## config.mk

```make
export PLATFORM = sky130hd
export DESIGN_NAME = yadif_deinterlace_line_filter
export DESIGN_NICKNAME = d
export VERILOG_FILES = /design/src/sv/yadif_pkg.sv /design/src/sv/yadif_front.sv /design/src/sv/yadif_queue.sv /design/src/sv/yadif_back.sv /design/src/sv/yadif_deinterlace_line_filter.sv
export SDC_FILE = /design/constraint.sdc
export NUM_CORES = 2
export LEC_CHECK = 0
export BUFFER_PORTS_ARGS = -buffer_cell sky130_fd_sc_hd__clkbuf_2
export CORE_MARGIN = 2
export CORE_UTILIZATION = 55
export CTS_CLUSTER_SIZE = 12
export DETAILED_ROUTE_END_ITERATION = 10
export GPL_TIMING_DRIVEN = 0
export PLACE_DENSITY = 0.71
export SYNTH_ARGS = -nofsm -noshare
export SYNTH_HDL_FRONTEND = slang
export SYNTH_SLANG_ARGS = --single-unit
```

## constraint.sdc

```tcl
create_clock -name clk -period 13.78 [get_ports clk]
set_input_delay 0 -clock clk [delete_from_list [all_inputs] [get_ports clk]]
set_output_delay 0 -clock clk [all_outputs]
set_load 0.02 [all_outputs]
```

## src/sv/yadif_pkg.sv

```systemverilog
// Shared types, constants and helper functions of the line filter.
`default_nettype none

package yadif_pkg;

  // Pixel and window geometry.
  localparam int PIXEL_BITS    = 8;
  localparam int WINDOW_RADIUS = 3;
  localparam int WIN_DEPTH     = 2 * WINDOW_RADIUS + 1;
  localparam int WIN_IDX_BITS  = $clog2(WIN_DEPTH);
  localparam int TDEL_DEPTH    = WINDOW_RADIUS + 1;
  localparam int TDEL_IDX_BITS = $clog2(TDEL_DEPTH);
  localparam int QUEUE_DEPTH   = 4;
  localparam int QUEUE_PTR_BITS = $clog2(QUEUE_DEPTH);
  localparam int QUEUE_CNT_BITS = $clog2(QUEUE_DEPTH + 1);

  // A direction score is the sum of three absolute differences.
  localparam int SCORE_BITS = PIXEL_BITS + 2;
  // Signed width for pixel differences and the temporal band limits.
  localparam int HD_BITS    = PIXEL_BITS + 2;

  typedef logic [PIXEL_BITS-1:0]        px_t;
  typedef logic [2*PIXEL_BITS-1:0]      px2_t;
  typedef px_t  [WIN_DEPTH-1:0]         win_t;
  typedef logic [SCORE_BITS-1:0]        score_t;
  typedef logic signed [SCORE_BITS:0]   best_t;
  typedef logic signed [HD_BITS-1:0]    hd_t;
  typedef logic [TDEL_IDX_BITS-1:0]     col_t;

  // Temporal inputs of one column.
  typedef struct packed {
    px_t  e_c;
    px_t  l_c;
    px_t  e_up;
    px_t  e_dn;
    px_t  l_up;
    px_t  l_dn;
    px_t  p_a;
    px_t  p_b;
    px_t  n_a;
    px_t  n_b;
    logic skip;
  } tcol_t;

  typedef tcol_t [TDEL_DEPTH-1:0] tdel_t;

  // One column handed from the front to the back.
  typedef struct packed {
    win_t  win_a;
    win_t  win_b;
    px_t   c;
    px_t   e;
    tcol_t t;
    logic  interior;
    logic  line_end;
  } job_t;

  // Front status seen by the top level.
  typedef struct packed {
    logic flushing;
    col_t col_count;
  } front_stat_t;

  function automatic px_t absdiff(px_t a, px_t b);
    px_t r;
    r = (a > b) ? (a - b) : (b - a);
    return r;
  endfunction

  function automatic px_t avg2(px_t a, px_t b);
    logic [PIXEL_BITS:0] s;
    s = {1'b0, a} + {1'b0, b};
    return s[PIXEL_BITS:1];
  endfunction

  // Score of the direction j around the window centre.
  function automatic score_t dir_score(win_t a, win_t b, int j);
    score_t s;
    s = '0;
    for (int m = -1; m <= 1; m++) begin
      s = s + SCORE_BITS'(absdiff(a[WINDOW_RADIUS + j + m], b[WINDOW_RADIUS - j + m]));
    end
    return s;
  endfunction

  function automatic hd_t to_hd(px_t p);
    return hd_t'({2'b00, p});
  endfunction

  function automatic hd_t smax(hd_t a, hd_t b);
    return (a > b) ? a : b;
  endfunction

  function automatic hd_t smin(hd_t a, hd_t b);
    return (a < b) ? a : b;
  endfunction

  function automatic px_t umax(px_t a, px_t b);
    return (a > b) ? a : b;
  endfunction

endpackage

`default_nettype wire

```

## src/sv/yadif_front.sv

```systemverilog
// Front part: column window, temporal history, line counters and line-end flush.
`default_nettype none

module yadif_front (
  input  logic                   clk,
  input  logic                   rst,
  input  logic                   in_valid,
  output logic                   in_stall,
  input  yadif_pkg::px_t         cur_above,
  input  yadif_pkg::px_t         cur_below,
  input  yadif_pkg::px_t         prev_above,
  input  yadif_pkg::px_t         prev_below,
  input  yadif_pkg::px_t         next_above,
  input  yadif_pkg::px_t         next_below,
  input  yadif_pkg::px_t         early_center,
  input  yadif_pkg::px_t         late_center,
  input  yadif_pkg::px2_t        early_outer,
  input  yadif_pkg::px2_t        late_outer,
  input  logic                   edge_row,
  input  logic                   last_in_line,
  input  logic                   q_full,
  output logic                   q_push,
  output yadif_pkg::job_t        q_job,
  output yadif_pkg::front_stat_t stat
);
  import yadif_pkg::*;

  localparam col_t COL_SAT = col_t'(WINDOW_RADIUS);

  win_t  win_a;
  win_t  win_b;
  tdel_t tdel;
  col_t  col_count;
  col_t  lead_count;
  logic  flushing;
  col_t  flush_idx;

  logic  accept;
  logic  flush_step;
  tcol_t t_new;
  win_t  sh_a;
  win_t  sh_b;
  tdel_t sh_t;
  win_t  src_a;
  win_t  src_b;
  tdel_t src_t;
  col_t  jsel;
  logic [WIN_IDX_BITS-1:0] ci;

  // The front holds off new columns while it flushes a line end or the queue is full.
  assign in_stall   = flushing | q_full;
  assign accept     = in_valid & ~in_stall;
  assign flush_step = flushing & ~q_full;

  // Temporal inputs of the incoming column.
  always_comb begin
    t_new.p_a  = prev_above;
    t_new.p_b  = prev_below;
    t_new.n_a  = next_above;
    t_new.n_b  = next_below;
    t_new.e_c  = early_center;
    t_new.l_c  = late_center;
    t_new.e_up = early_outer[PIXEL_BITS-1:0];
    t_new.e_dn = early_outer[2*PIXEL_BITS-1:PIXEL_BITS];
    t_new.l_up = late_outer[PIXEL_BITS-1:0];
    t_new.l_dn = late_outer[2*PIXEL_BITS-1:PIXEL_BITS];
    t_new.skip = edge_row;
  end

  // Window and history as they stand once the incoming column is shifted in.
  assign sh_a = {cur_above, win_a[WIN_DEPTH-1:1]};
  assign sh_b = {cur_below, win_b[WIN_DEPTH-1:1]};
  assign sh_t = {tdel[TDEL_DEPTH-2:0], t_new};

  // Column selection: the accepting cycle uses the shifted view, flush cycles the stored one.
  always_comb begin
    src_a = flushing ? win_a : sh_a;
    src_b = flushing ? win_b : sh_b;
    src_t = flushing ? tdel  : sh_t;
    if (flushing) begin
      jsel = flush_idx;
    end else if (last_in_line) begin
      jsel = col_count;
    end else begin
      jsel = COL_SAT;
    end
    ci = WIN_IDX_BITS'(WIN_DEPTH - 1) - WIN_IDX_BITS'(jsel);
  end

  // Job towards the back part.
  always_comb begin
    q_job.win_a    = src_a;
    q_job.win_b    = src_b;
    q_job.c        = src_a[ci];
    q_job.e        = src_b[ci];
    q_job.t        = src_t[jsel];
    q_job.interior = ~flushing & (jsel == COL_SAT) & (lead_count == COL_SAT);
    q_job.line_end = (jsel == '0) & (flushing | last_in_line);
    if (flushing) begin
      q_push = flush_step;
    end else begin
      q_push = accept & (last_in_line | (col_count == COL_SAT));
    end
  end

  assign stat.flushing  = flushing;
  assign stat.col_count = col_count;

  // Window, history and counters.
  always_ff @(posedge clk) begin
    if (rst) begin
      win_a      <= '0;
      win_b      <= '0;
      tdel       <= '0;
      col_count  <= '0;
      lead_count <= '0;
      flushing   <= 1'b0;
      flush_idx  <= '0;
    end else if (accept) begin
      tdel <= sh_t;
      if (!last_in_line) begin
        win_a <= sh_a;
        win_b <= sh_b;
        if (col_count == COL_SAT) begin
          if (lead_count != COL_SAT) begin
            lead_count <= lead_count + col_t'(1);
          end
        end else begin
          col_count <= col_count + col_t'(1);
        end
      end else if (col_count == '0) begin
        win_a      <= '0;
        win_b      <= '0;
        lead_count <= '0;
      end else begin
        win_a     <= sh_a;
        win_b     <= sh_b;
        flushing  <= 1'b1;
        flush_idx <= col_count - col_t'(1);
      end
    end else if (flush_step) begin
      if (flush_idx == '0) begin
        flushing   <= 1'b0;
        win_a      <= '0;
        win_b      <= '0;
        col_count  <= '0;
        lead_count <= '0;
      end else begin
        flush_idx <= flush_idx - col_t'(1);
      end
    end
  end

endmodule

`default_nettype wire

```

## src/sv/yadif_queue.sv

```systemverilog
// Short job queue between the front and back parts.
`default_nettype none

module yadif_queue (
  input  logic              clk,
  input  logic              rst,
  input  logic              push,
  input  yadif_pkg::job_t   push_job,
  input  logic              pop,
  output yadif_pkg::job_t   head,
  output logic              full,
  output logic              empty
);
  import yadif_pkg::*;

  job_t                      entries [QUEUE_DEPTH];
  logic [QUEUE_PTR_BITS-1:0] wr_ptr;
  logic [QUEUE_PTR_BITS-1:0] rd_ptr;
  logic [QUEUE_CNT_BITS-1:0] count;

  assign full  = (count == QUEUE_CNT_BITS'(QUEUE_DEPTH));
  assign empty = (count == '0);
  assign head  = entries[rd_ptr];

  // Entry storage.
  always_ff @(posedge clk) begin
    if (push) begin
      entries[wr_ptr] <= push_job;
    end
  end

  // Pointers and fill level.
  always_ff @(posedge clk) begin
    if (rst) begin
      wr_ptr <= '0;
      rd_ptr <= '0;
      count  <= '0;
    end else begin
      if (push) begin
        wr_ptr <= wr_ptr + QUEUE_PTR_BITS'(1);
      end
      if (pop) begin
        rd_ptr <= rd_ptr + QUEUE_PTR_BITS'(1);
      end
      if (push && !pop) begin
        count <= count + QUEUE_CNT_BITS'(1);
      end else if (pop && !push) begin
        count <= count - QUEUE_CNT_BITS'(1);
      end
    end
  end

endmodule

`default_nettype wire

```

## src/sv/yadif_back.sv

```systemverilog
// Back part: three-stage pipeline for edge search, temporal band and clamping.
`default_nettype none

module yadif_back (
  input  logic            clk,
  input  logic            rst,
  input  logic            temporal_only,
  input  logic            q_empty,
  input  yadif_pkg::job_t q_head,
  output logic            q_pop,
  output logic            out_valid,
  input  logic            out_stall,
  output yadif_pkg::px_t  pixel,
  output logic            line_end
);
  import yadif_pkg::*;

  logic   en;

  // Stage one registers.
  logic   s1_valid;
  best_t  s1_base;
  score_t s1_sc_m1;
  score_t s1_sc_m2;
  score_t s1_sc_p1;
  score_t s1_sc_p2;
  px_t    s1_pr_v;
  px_t    s1_pr_m1;
  px_t    s1_pr_m2;
  px_t    s1_pr_p1;
  px_t    s1_pr_p2;
  logic   s1_interior;
  logic   s1_vchk;
  px_t    s1_d;
  px_t    s1_diff;
  px_t    s1_c;
  px_t    s1_e;
  px_t    s1_b;
  px_t    s1_f;
  logic   s1_end;

  // Stage two registers.
  logic   s2_valid;
  px_t    s2_pred;
  px_t    s2_d;
  hd_t    s2_diff;
  logic   s2_end;

  // Stage one combinational values.
  best_t  base_ext;
  px_t    td0;
  px_t    td1;
  px_t    td2;
  logic [PIXEL_BITS:0] sum1;
  logic [PIXEL_BITS:0] sum2;

  // Stage two combinational values.
  best_t  best;
  px_t    pred;
  hd_t    dc;
  hd_t    de;
  hd_t    bc;
  hd_t    fe;
  hd_t    hi;
  hd_t    lo;
  hd_t    diffv;

  // Stage three combinational values.
  hd_t    up;
  hd_t    dn;
  hd_t    pv;
  hd_t    res;

  // The whole pipeline advances unless a finished result is held by the receiver.
  assign en    = ~(out_valid & out_stall);
  assign q_pop = en & ~q_empty;

  // Stage one: direction scores, candidate predictions and temporal terms.
  always_comb begin
    base_ext = best_t'({1'b0, dir_score(q_head.win_a, q_head.win_b, 0)}) - best_t'(1);
    td0  = absdiff(q_head.t.e_c, q_head.t.l_c);
    sum1 = {1'b0, absdiff(q_head.t.p_a, q_head.c)} + {1'b0, absdiff(q_head.t.p_b, q_head.e)};
    sum2 = {1'b0, absdiff(q_head.t.n_a, q_head.c)} + {1'b0, absdiff(q_head.t.n_b, q_head.e)};
    td1  = sum1[PIXEL_BITS:1];
    td2  = sum2[PIXEL_BITS:1];
  end

  always_ff @(posedge clk) begin
    if (rst) begin
      s1_valid <= 1'b0;
    end else if (en) begin
      s1_valid <= ~q_empty;
    end
  end

  always_ff @(posedge clk) begin
    if (en) begin
      s1_base     <= base_ext;
      s1_sc_m1    <= dir_score(q_head.win_a, q_head.win_b, -1);
      s1_sc_m2    <= dir_score(q_head.win_a, q_head.win_b, -2);
      s1_sc_p1    <= dir_score(q_head.win_a, q_head.win_b, 1);
      s1_sc_p2    <= dir_score(q_head.win_a, q_head.win_b, 2);
      s1_pr_v     <= avg2(q_head.c, q_head.e);
      s1_pr_m1    <= avg2(q_head.win_a[WINDOW_RADIUS-1], q_head.win_b[WINDOW_RADIUS+1]);
      s1_pr_m2    <= avg2(q_head.win_a[WINDOW_RADIUS-2], q_head.win_b[WINDOW_RADIUS+2]);
      s1_pr_p1    <= avg2(q_head.win_a[WINDOW_RADIUS+1], q_head.win_b[WINDOW_RADIUS-1]);
      s1_pr_p2    <= avg2(q_head.win_a[WINDOW_RADIUS+2], q_head.win_b[WINDOW_RADIUS-2]);
      s1_interior <= q_head.interior;
      s1_vchk     <= ~temporal_only & ~q_head.t.skip;
      s1_d        <= avg2(q_head.t.e_c, q_head.t.l_c);
      s1_diff     <= umax(umax({1'b0, td0[PIXEL_BITS-1:1]}, td1), td2);
      s1_c        <= q_head.c;
      s1_e        <= q_head.e;
      s1_b        <= avg2(q_head.t.e_up, q_head.t.l_up);
      s1_f        <= avg2(q_head.t.e_dn, q_head.t.l_dn);
      s1_end      <= q_head.line_end;
    end
  end

  // Stage two: direction choice and the vertical check on the temporal band.
  always_comb begin
    best = s1_base;
    pred = s1_pr_v;
    if (s1_interior) begin
      if (best_t'({1'b0, s1_sc_m1}) < best) begin
        best = best_t'({1'b0, s1_sc_m1});
        pred = s1_pr_m1;
        if (best_t'({1'b0, s1_sc_m2}) < best) begin
          best = best_t'({1'b0, s1_sc_m2});
          pred = s1_pr_m2;
        end
      end
      if (best_t'({1'b0, s1_sc_p1}) < best) begin
        best = best_t'({1'b0, s1_sc_p1});
        pred = s1_pr_p1;
        if (best_t'({1'b0, s1_sc_p2}) < best) begin
          pred = s1_pr_p2;
        end
      end
    end
    dc = to_hd(s1_d) - to_hd(s1_c);
    de = to_hd(s1_d) - to_hd(s1_e);
    bc = to_hd(s1_b) - to_hd(s1_c);
    fe = to_hd(s1_f) - to_hd(s1_e);
    hi = smax(smax(de, dc), smin(bc, fe));
    lo = smin(smin(de, dc), smax(bc, fe));
    if (s1_vchk) begin
      diffv = smax(smax(to_hd(s1_diff), lo), -hi);
    end else begin
      diffv = to_hd(s1_diff);
    end
  end

  always_ff @(posedge clk) begin
    if (rst) begin
      s2_valid <= 1'b0;
    end else if (en) begin
      s2_valid <= s1_valid;
    end
  end

  always_ff @(posedge clk) begin
    if (en) begin
      s2_pred <= pred;
      s2_d    <= s1_d;
      s2_diff <= diffv;
      s2_end  <= s1_end;
    end
  end

  // Stage three: clamp the prediction into the band around the temporal average.
  always_comb begin
    up = to_hd(s2_d) + s2_diff;
    dn = to_hd(s2_d) - s2_diff;
    pv = to_hd(s2_pred);
    if (pv > up) begin
      res = up;
    end else if (pv < dn) begin
      res = dn;
    end else begin
      res = pv;
    end
  end

  always_ff @(posedge clk) begin
    if (rst) begin
      out_valid <= 1'b0;
    end else if (en) begin
      out_valid <= s2_valid;
    end
  end

  always_ff @(posedge clk) begin
    if (en) begin
      pixel    <= res[PIXEL_BITS-1:0];
      line_end <= s2_end;
    end
  end

endmodule

`default_nettype wire

```

## src/sv/yadif_deinterlace_line_filter.sv

```systemverilog
// Top level of the edge-directed, motion-adaptive line filter.
//
// One input transaction carries one pixel column of a missing interlaced line:
// current, previous and next frame pixels on the lines above and below, and the
// earlier and later same-parity field pixels. One output transaction carries one
// interpolated pixel; line_end marks the last pixel of a line. Both channels use
// valid and stall. The configuration channel (cfg_valid, cfg_ready, cfg_data)
// writes temporal_only and is always ready.
// A column yields its pixel three columns later; the first three columns of a
// line yield nothing and the last column of a line flushes every pending pixel.
// Throughput is one column per cycle while the queue has room; the last column
// of a line holds the input while the front flushes the pending columns, one job
// a cycle unless the queue is full. A queued job passes the queue, back-end stage
// one, stage two and the output register before its pixel is valid.
// A four-entry job queue separates input and output, so the input keeps flowing
// for a while when the receiver stalls; the back end freezes as a whole while a
// result waits. Synchronous reset clears the window, the counters, the queue,
// the pipeline and temporal_only.
`default_nettype none

module yadif_deinterlace_line_filter (
  input  logic                  clk,
  input  logic                  rst,
  input  logic                  cfg_valid,
  output logic                  cfg_ready,
  input  logic                  cfg_data,
  input  logic                  in_valid,
  output logic                  in_stall,
  input  yadif_pkg::px_t        cur_above,
  input  yadif_pkg::px_t        cur_below,
  input  yadif_pkg::px_t        prev_above,
  input  yadif_pkg::px_t        prev_below,
  input  yadif_pkg::px_t        next_above,
  input  yadif_pkg::px_t        next_below,
  input  yadif_pkg::px_t        early_center,
  input  yadif_pkg::px_t        late_center,
  input  yadif_pkg::px2_t       early_outer,
  input  yadif_pkg::px2_t       late_outer,
  input  logic                  edge_row,
  input  logic                  last_in_line,
  output logic                  out_valid,
  input  logic                  out_stall,
  output yadif_pkg::px_t        pixel,
  output logic                  line_end
);
  import yadif_pkg::*;

  logic        temporal_only;
  logic        q_push;
  job_t        q_job;
  logic        q_pop;
  job_t        q_head;
  logic        q_full;
  logic        q_empty;
  front_stat_t front_stat;

  // Configuration register.
  assign cfg_ready = 1'b1;

  always_ff @(posedge clk) begin
    if (rst) begin
      temporal_only <= 1'b0;
    end else if (cfg_valid && cfg_ready) begin
      temporal_only <= cfg_data;
    end
  end

  yadif_front u_front (
    .clk          (clk),
    .rst          (rst),
    .in_valid     (in_valid),
    .in_stall     (in_stall),
    .cur_above    (cur_above),
    .cur_below    (cur_below),
    .prev_above   (prev_above),
    .prev_below   (prev_below),
    .next_above   (next_above),
    .next_below   (next_below),
    .early_center (early_center),
    .late_center  (late_center),
    .early_outer  (early_outer),
    .late_outer   (late_outer),
    .edge_row     (edge_row),
    .last_in_line (last_in_line),
    .q_full       (q_full),
    .q_push       (q_push),
    .q_job        (q_job),
    .stat         (front_stat)
  );

  yadif_queue u_queue (
    .clk      (clk),
    .rst      (rst),
    .push     (q_push),
    .push_job (q_job),
    .pop      (q_pop),
    .head     (q_head),
    .full     (q_full),
    .empty    (q_empty)
  );

  yadif_back u_back (
    .clk           (clk),
    .rst           (rst),
    .temporal_only (temporal_only),
    .q_empty       (q_empty),
    .q_head        (q_head),
    .q_pop         (q_pop),
    .out_valid     (out_valid),
    .out_stall     (out_stall),
    .pixel         (pixel),
    .line_end      (line_end)
  );

`ifndef NO_ASSERTIONS
  // The front never writes a job into a full queue.
  assert property (@(posedge clk) disable iff (rst) !(q_push && q_full))
    else $error("job pushed into a full queue");

  // The back never takes a job from an empty queue.
  assert property (@(posedge clk) disable iff (rst) !(q_pop && q_empty))
    else $error("job popped from an empty queue");

  // Once the line-end job is queued the flush is over and the line counter restarts.
  assert property (@(posedge clk) disable iff (rst)
    (q_push && q_job.line_end) |=> (!front_stat.flushing && front_stat.col_count == '0))
    else $error("line end queued but front still flushing");
`endif

endmodule

`default_nettype wire

```

### Word level (Yosys, flattened, before mapping)

Memory sizes are Yosys's and may differ from the RTL's. A register that Yosys moved wholly into a read port is not among the register bits.
Cells that the tools add are included.

| word-level totals | value |
|---|---|
| register bits | 632 |
| bits in writable memories | 844 |
| output and inout port bits | 12 |
| logic and storage cells | 346 |
| memories kept | 1 |

| operators by class | value |
|---|---|
| $add $sub $neg | 77 |
| $lt $le $gt $ge | 38 |
| eq/ne operators | 13 |
| multiplexer cells | 87 |
| bitwise logic cells | 19 |
| reduce and logical (&&, ||, !) cells | 16 |

Memories:

| name | words | bits a word | rd ports | clocked after memory_dff | wr ports | RTL line | RTL |
|---|---|---|---|---|---|---|---|
| u_queue.entries | 4 | 211 | 1 | 1 | 1 | yadif_queue.sv:16 | `job_t entries [QUEUE_DEPTH];` |

Operator list:

| cell | number |
|---|---|
| $mux 56 | 10 |
| $mux 324 | 1 |
| $sub 8x8->8 | 40 |
| $mux 8 | 32 |
| $gt 8x8->1 | 21 |
| $bmux 81 s2 | 1 |
| $add 8x8->9 | 15 |
| $mux 10 | 9 |
| $mux 81 | 1 |
| $add 10x8->10 | 5 |
| $lt 10x10->1 | 5 |
| $bmux 8 s3 | 2 |
| $gt 10x10->1 | 4 |
| $mux 2 | 19 |
| $sub 8x8->9 | 4 |
| $lt 11x11->1 | 2 |
| $mux 11 | 2 |
| $gt 9x10->1 | 2 |
| $reduce_and 4->1 | 3 |
| $sub 10x1->11 const B | 1 |
| $add 9x10->10 | 1 |
| $lt 9x10->1 | 1 |
| $ne 2x2->1 const B | 5 |
| $neg 10->10 | 1 |
| other kinds (25) | 63 |

### Logic depth before layout (Yosys ltp)

| depth | value |
|---|---|
| word-level depth | 10 |
| depth in mapped cells | 56 |

### By module

A second synthesis with hierarchy kept.

| second synthesis, totals | value |
|---|---|
| cells, all modules | 6,786 |
| area total of the unflattened synthesis | 79,721.5 um^2 |

Modules (own cells, without submodules):

| module | times used | cells each | area an instance (um^2) | seq. area each (um^2) |
|---|---|---|---|---|
| yadif_queue | 1 | 1,146 | 31,082.3 | 25,524.5 |
| yadif_back | 1 | 3,213 | 28,979.0 | 5,405.2 |
| yadif_front | 1 | 2,422 | 19,615.1 | 8,868.5 |
| yadif_deinterlace_line_filter | 1 | 5 | 45.0 | 20.0 |

### Least setup slack after synthesis

No wires, ideal clock.

| timing | value |
|---|---|
| path type | flip-flop to flip-flop |
| start point | register u_front.flushing |
| end point | memory u_queue.entries[0][0] (netlist bit), enable pin |
| setup time | 812 ps |
| data arrival time | 10,800 ps |
| required time | 12,968 ps |
| slack | 2,168 ps |
| cell stages (with the launch flop) | 7 |
| buffers on the path | 3 |
| period minus slack after synthesis | 11,612 ps |
| cells stage by stage | dfxtp_1 -> clkbuf_1 -> clkbuf_1 -> clkbuf_1 -> nand2_1 -> o21a_1 -> nor2b_1 |

| between the ends | value |
|---|---|
| cells in the longest elaborated chain, start to end | 7 |
| elaborated cells on any way between the ends | 8 |
| those cells by class | mux (3); bitwise (5) |

Ends and longest elaborated chain:

| element | RTL line | RTL |
|---|---|---|
| start, declared | yadif_front.sv:35 | `logic flushing;` |
| start signal, assigned | yadif_front.sv:117 | `flushing <= 1'b0;` |
| start signal, assigned | yadif_front.sv:138 | `flushing <= 1'b1;` |
| start signal, assigned | yadif_front.sv:143 | `flushing <= 1'b0;` |
| $or 1x1->1 | yadif_front.sv:51 | `assign in_stall = flushing \| q_full;` |
| $not 1->1 | yadif_front.sv:52 | `assign accept = in_valid & ~in_stall;` |
| $and 1x1->1 | yadif_front.sv:52 |  |
| $and 1x1->1 | yadif_front.sv:102 | `q_push = accept & (last_in_line \| (col_count == COL_SAT));` |
| $mux 1 * | yadif_front.sv:99 | `if (flushing) begin` |
| $mux 1 * | yadif_queue.sv:27 | `if (push) begin` |
| $mux 1 (not written as such) * | yadif_queue.sv:28 | `entries[wr_ptr] <= push_job;` |
| end, declared | yadif_queue.sv:16 |  |

Every way passes the cells marked *; elsewhere a longest branch is shown, timed or not.

### Worst setup path after layout

| timing | value |
|---|---|
| start point | register u_back.s1_d[0] |
| end point | register u_back.s2_diff[1], data pin |

| between the ends | value |
|---|---|
| cells in the longest elaborated chain, start to end | 10 |
| elaborated cells on any way between the ends | 16 |
| those cells by class | add/sub (3); order compare (6); mux (7) |

Ends and longest elaborated chain:

| element | RTL line | RTL |
|---|---|---|
| start, declared | yadif_back.sv:34 | `px_t s1_d;` |
| start signal, assigned | yadif_back.sv:110 | `s1_d <= avg2(q_head.t.e_c, q_head.t.l_c);` |
| $sub 8x8->9 (on tied branches) | yadif_back.sv:142, yadif_back.sv:141 |  |
| $lt 10x10->1 | yadif_pkg.sv:95 | `return (a < b) ? a : b;` |
| $mux 10 | yadif_pkg.sv:95 |  |
| $lt 10x10->1 | yadif_pkg.sv:95 |  |
| $mux 10 | yadif_pkg.sv:95 |  |
| $gt 9x10->1 | yadif_pkg.sv:91 | `return (a > b) ? a : b;` |
| $mux 10 | yadif_pkg.sv:91 |  |
| $gt 10x10->1 | yadif_pkg.sv:91 |  |
| $mux 10 * | yadif_pkg.sv:91 |  |
| $mux 8 * | yadif_back.sv:147 | `if (s1_vchk) begin` |
| named net u_back.diffv[1] | yadif_back.sv:66 | `hd_t diffv;` |
| end signal, assigned | yadif_back.sv:166 | `s2_diff <= diffv;` |
| end, declared | yadif_back.sv:46 | `hd_t s2_diff;` |

Mark *: on every way through the listed nets, which the timed path passes. The rest lies on a longest branch.
A chain may end at the register's enable or synchronous reset.

==> out/metrics.csv <==
metric,value,unit
status,"finished, violations left",
failing checks,"max-capacitance violations, max-slew violations",
share of layout cells above drive strength 1,10.07,%
Critical Path Most Common Cell,nor2_1,
Max Slew Vio Count,5,
H-tree depth,4,
fin cells,9942,
post-synthesis sequential area ratio,48.70,%
Final Hold Vio Count,0,
Main synth FF type,edfxtp_1,
area growth from synthesis to layout,12.97,%
Tmin final,11.72,ns
number of setup buffers added after CTS,0,
crit path capture type,register,
Hold WS,0.04644,ns
Crit Path Class,register to register,
Die W,389.6,um
Die Span Y,389.6,um
post-synth cell types,88,
maxcap violations,2,
skew final,0.06476,ns
slew margin rel.,-4.282,%
largest net degree at the start of global routing,75,
Clock Sinks,1478,
number of synthesized flops with an enable pin,1022,
worst path bufs/invs,5,
final WL,240.5,mm
total global routing overflow,0,
"Cell Area, Placed",0.08560,sq mm
initial DRC count,7289,
cell family with most CP delay,compound AO/OA/AOI/OAI gates,
WP data required,14.26,ns
DRC,0,
crit-path max cell delay,0.71,ns
"Period Utilization, post-route",85.05,%
worst slew pin tran,1.554,ns
"Clk Latency, worst-skew pair",0.82,ns
vias after detailed routing,60530,
#FFs+latches synth,1478,
maximum clock rate,0.08533,GHz
CP max FO,10,
cell area after layout,0.09238,sq mm
gp weighted congestion,0.9786,
largest cells by area after synthesis,"edfxtp_1, dfxtp_1, ha_1",
"Slowest-stage cell, CP",o21ai_0,
Initial DRT Pass Iterations,8,
Vias/cell,6.089,
Core ar.,0.1477,sq mm
Startpoint Class,register,
Post-Syn Instances,7402,
Detailed Place HPWL,179.5,mm
"FFs w/ async S/R, synth",0,%
CTS tree,built,
via count of the first global-routing pass,58690,
Die Area,0.1518,sq mm
Mapped Avg Cell Area,11.05,sq um
row count,141,
mapped cell area,0.08177,sq mm
Syn Nets,8207,
Clock transition at path regs,0.06,ns
per-cell routed wire length,24.19,um
dpl cells,9482,
YS warnings,0,
IO Pins,116,
Final Net Count,8694,
Global Route Usage Sum,31.32,%
CTS max path bufs,3,
Final setup viols,0,
number of CTS-inserted buffers,155,
post-synth top area share,37.53,%
CTS root buffer,clkbuf_16,
first-pass GRT wire length,358.3,mm
I/O Buffers,113,
most frequent cell after synthesis,edfxtp_1,
antenna-violating nets left,0,
largest area contributor in the netlist,edfxtp_1,
RSZ-0062 raised after global routing,no,
effective utilization at floorplan,55.38,%
most frequent cells after synthesis,"edfxtp_1, nand2_1, ha_1",
crit path DAT,12.20,ns
Setup TNS Final,0,ns
worst min path class,primary input to register,
initial antenna violation count,9,
cell usage in the layout, fill, tap and decap left out, types with 33 or more instances in the layout:
cell type	instances
ha_1	634
xor2_1	92
a311oi_1	74
a22oi_1	116
a21o_1	147
clkbuf_16	156
dfxtp_1	456
mux4_2	207
mux2i_1	202
clkbuf_2	116
nand2_1	902
clkbuf_1	381
inv_1	500
o21bai_1	77
o21a_1	52
edfxtp_1	1022
fa_1	67
o21ai_0	250
a211oi_1	110
buf_1	45
nor2_1	611
nand4_1	54
a221oi_1	34
nor2b_1	82
mux2_2	184
nand2b_1	33
a21oi_1	628
dlygate4sd3_1	180
xnor2_1	201
worst paths after layout:
check                                         end             from  slack, ns  cells past startpoint
worst max-delay path            u_back.s2_diff[1]   u_back.s1_d[0]       2.06                     54
worst min-delay path            u_front.sh_t[157]  early_center[3]       0.05                      4
worst min register to register      u_back.s2_end    u_back.s1_end       0.44                      0
worst max register to register  u_back.s2_diff[1]   u_back.s1_d[0]       2.06                     54
flip-flops by register name, indices dropped and copies added, names as in the netlist, 10 cells and up, named ones only:
name,flops
u_front.tdel,81
u_front.sh_b,48
u_back.s2_diff,10
u_front.sh_t,243
u_back.s1_sc_m2,10
u_back.s1_sc_m1,10
u_back.s1_base,11
u_queue.entries,844
u_front.sh_a,48
u_back.s1_sc_p1,10
u_back.s1_sc_p2,10
stage by stage:
step	setup slack [ns]	utilization [%]
3_5_place_dp	2.219	57.97
5_1_grt	1.377	62.56
2_1_floorplan	2.168	-
4_1_cts	2.178	62.52
3_3_place_gp	-5.716	57.39
6_report	2.060	62.56
cells by family (layout without fill, tap and decap cells):
kind of cell	count (synthesis)	after routing	synth area share, %
simple gates	1790	1790	9.043
compound gates	1664	1664	12.92
flops	1478	1478	48.70
buf+inv	876	1484	4.049
fa+ha+maj	704	704	11.38
mux	595	595	10.74
xor+xnor	294	294	3.158
other cells	1	3	0.004586
repair_timing:
| action | CTS | global route |
|---|---|---|
| gates resized for setup | 0 | 0 |
| hold buffers | 180 | 0 |
| endpoints found under the hold margin | 502 | 0 |
metal layers:
| layer | up-vias | track usage (%) | wire length, um |
|---|---|---|---|
| li1 | 27620 | - | - |
| met1 | 29560 | 43.89 | 101500 |
| met2 | 2880 | 48.08 | 106900 |
| met3 | 472 | 6.896 | 23410 |
| met4 | 4 | 11.14 | 8641 |
| met5 | - | 0 | 22 |
cell type report:
cell class	instances	area [sq um]
inverters	502	1887
fillers	11280	55290
clock buffers	233	4325
flip-flops and latches	1478	39820
diodes	2	5.005
plain buffers	374	1425
multi-input cells	5048	38730
repair buffers	330	3183
well taps	1930	2415
clock inverters	45	590.6
tightest hold or removal path, delay by kind of cell:
kind | cells | cell delay, ns
and+or+nand+nor | 1 | 0.07
buffers and inverters | 2 | 0.68
AOI/OAI and AO/OA | 1 | 0.05
Power is left out: the tool's default activity adds up to more than one toggle a clock period on the data nets, which glitch-free logic cannot reach.
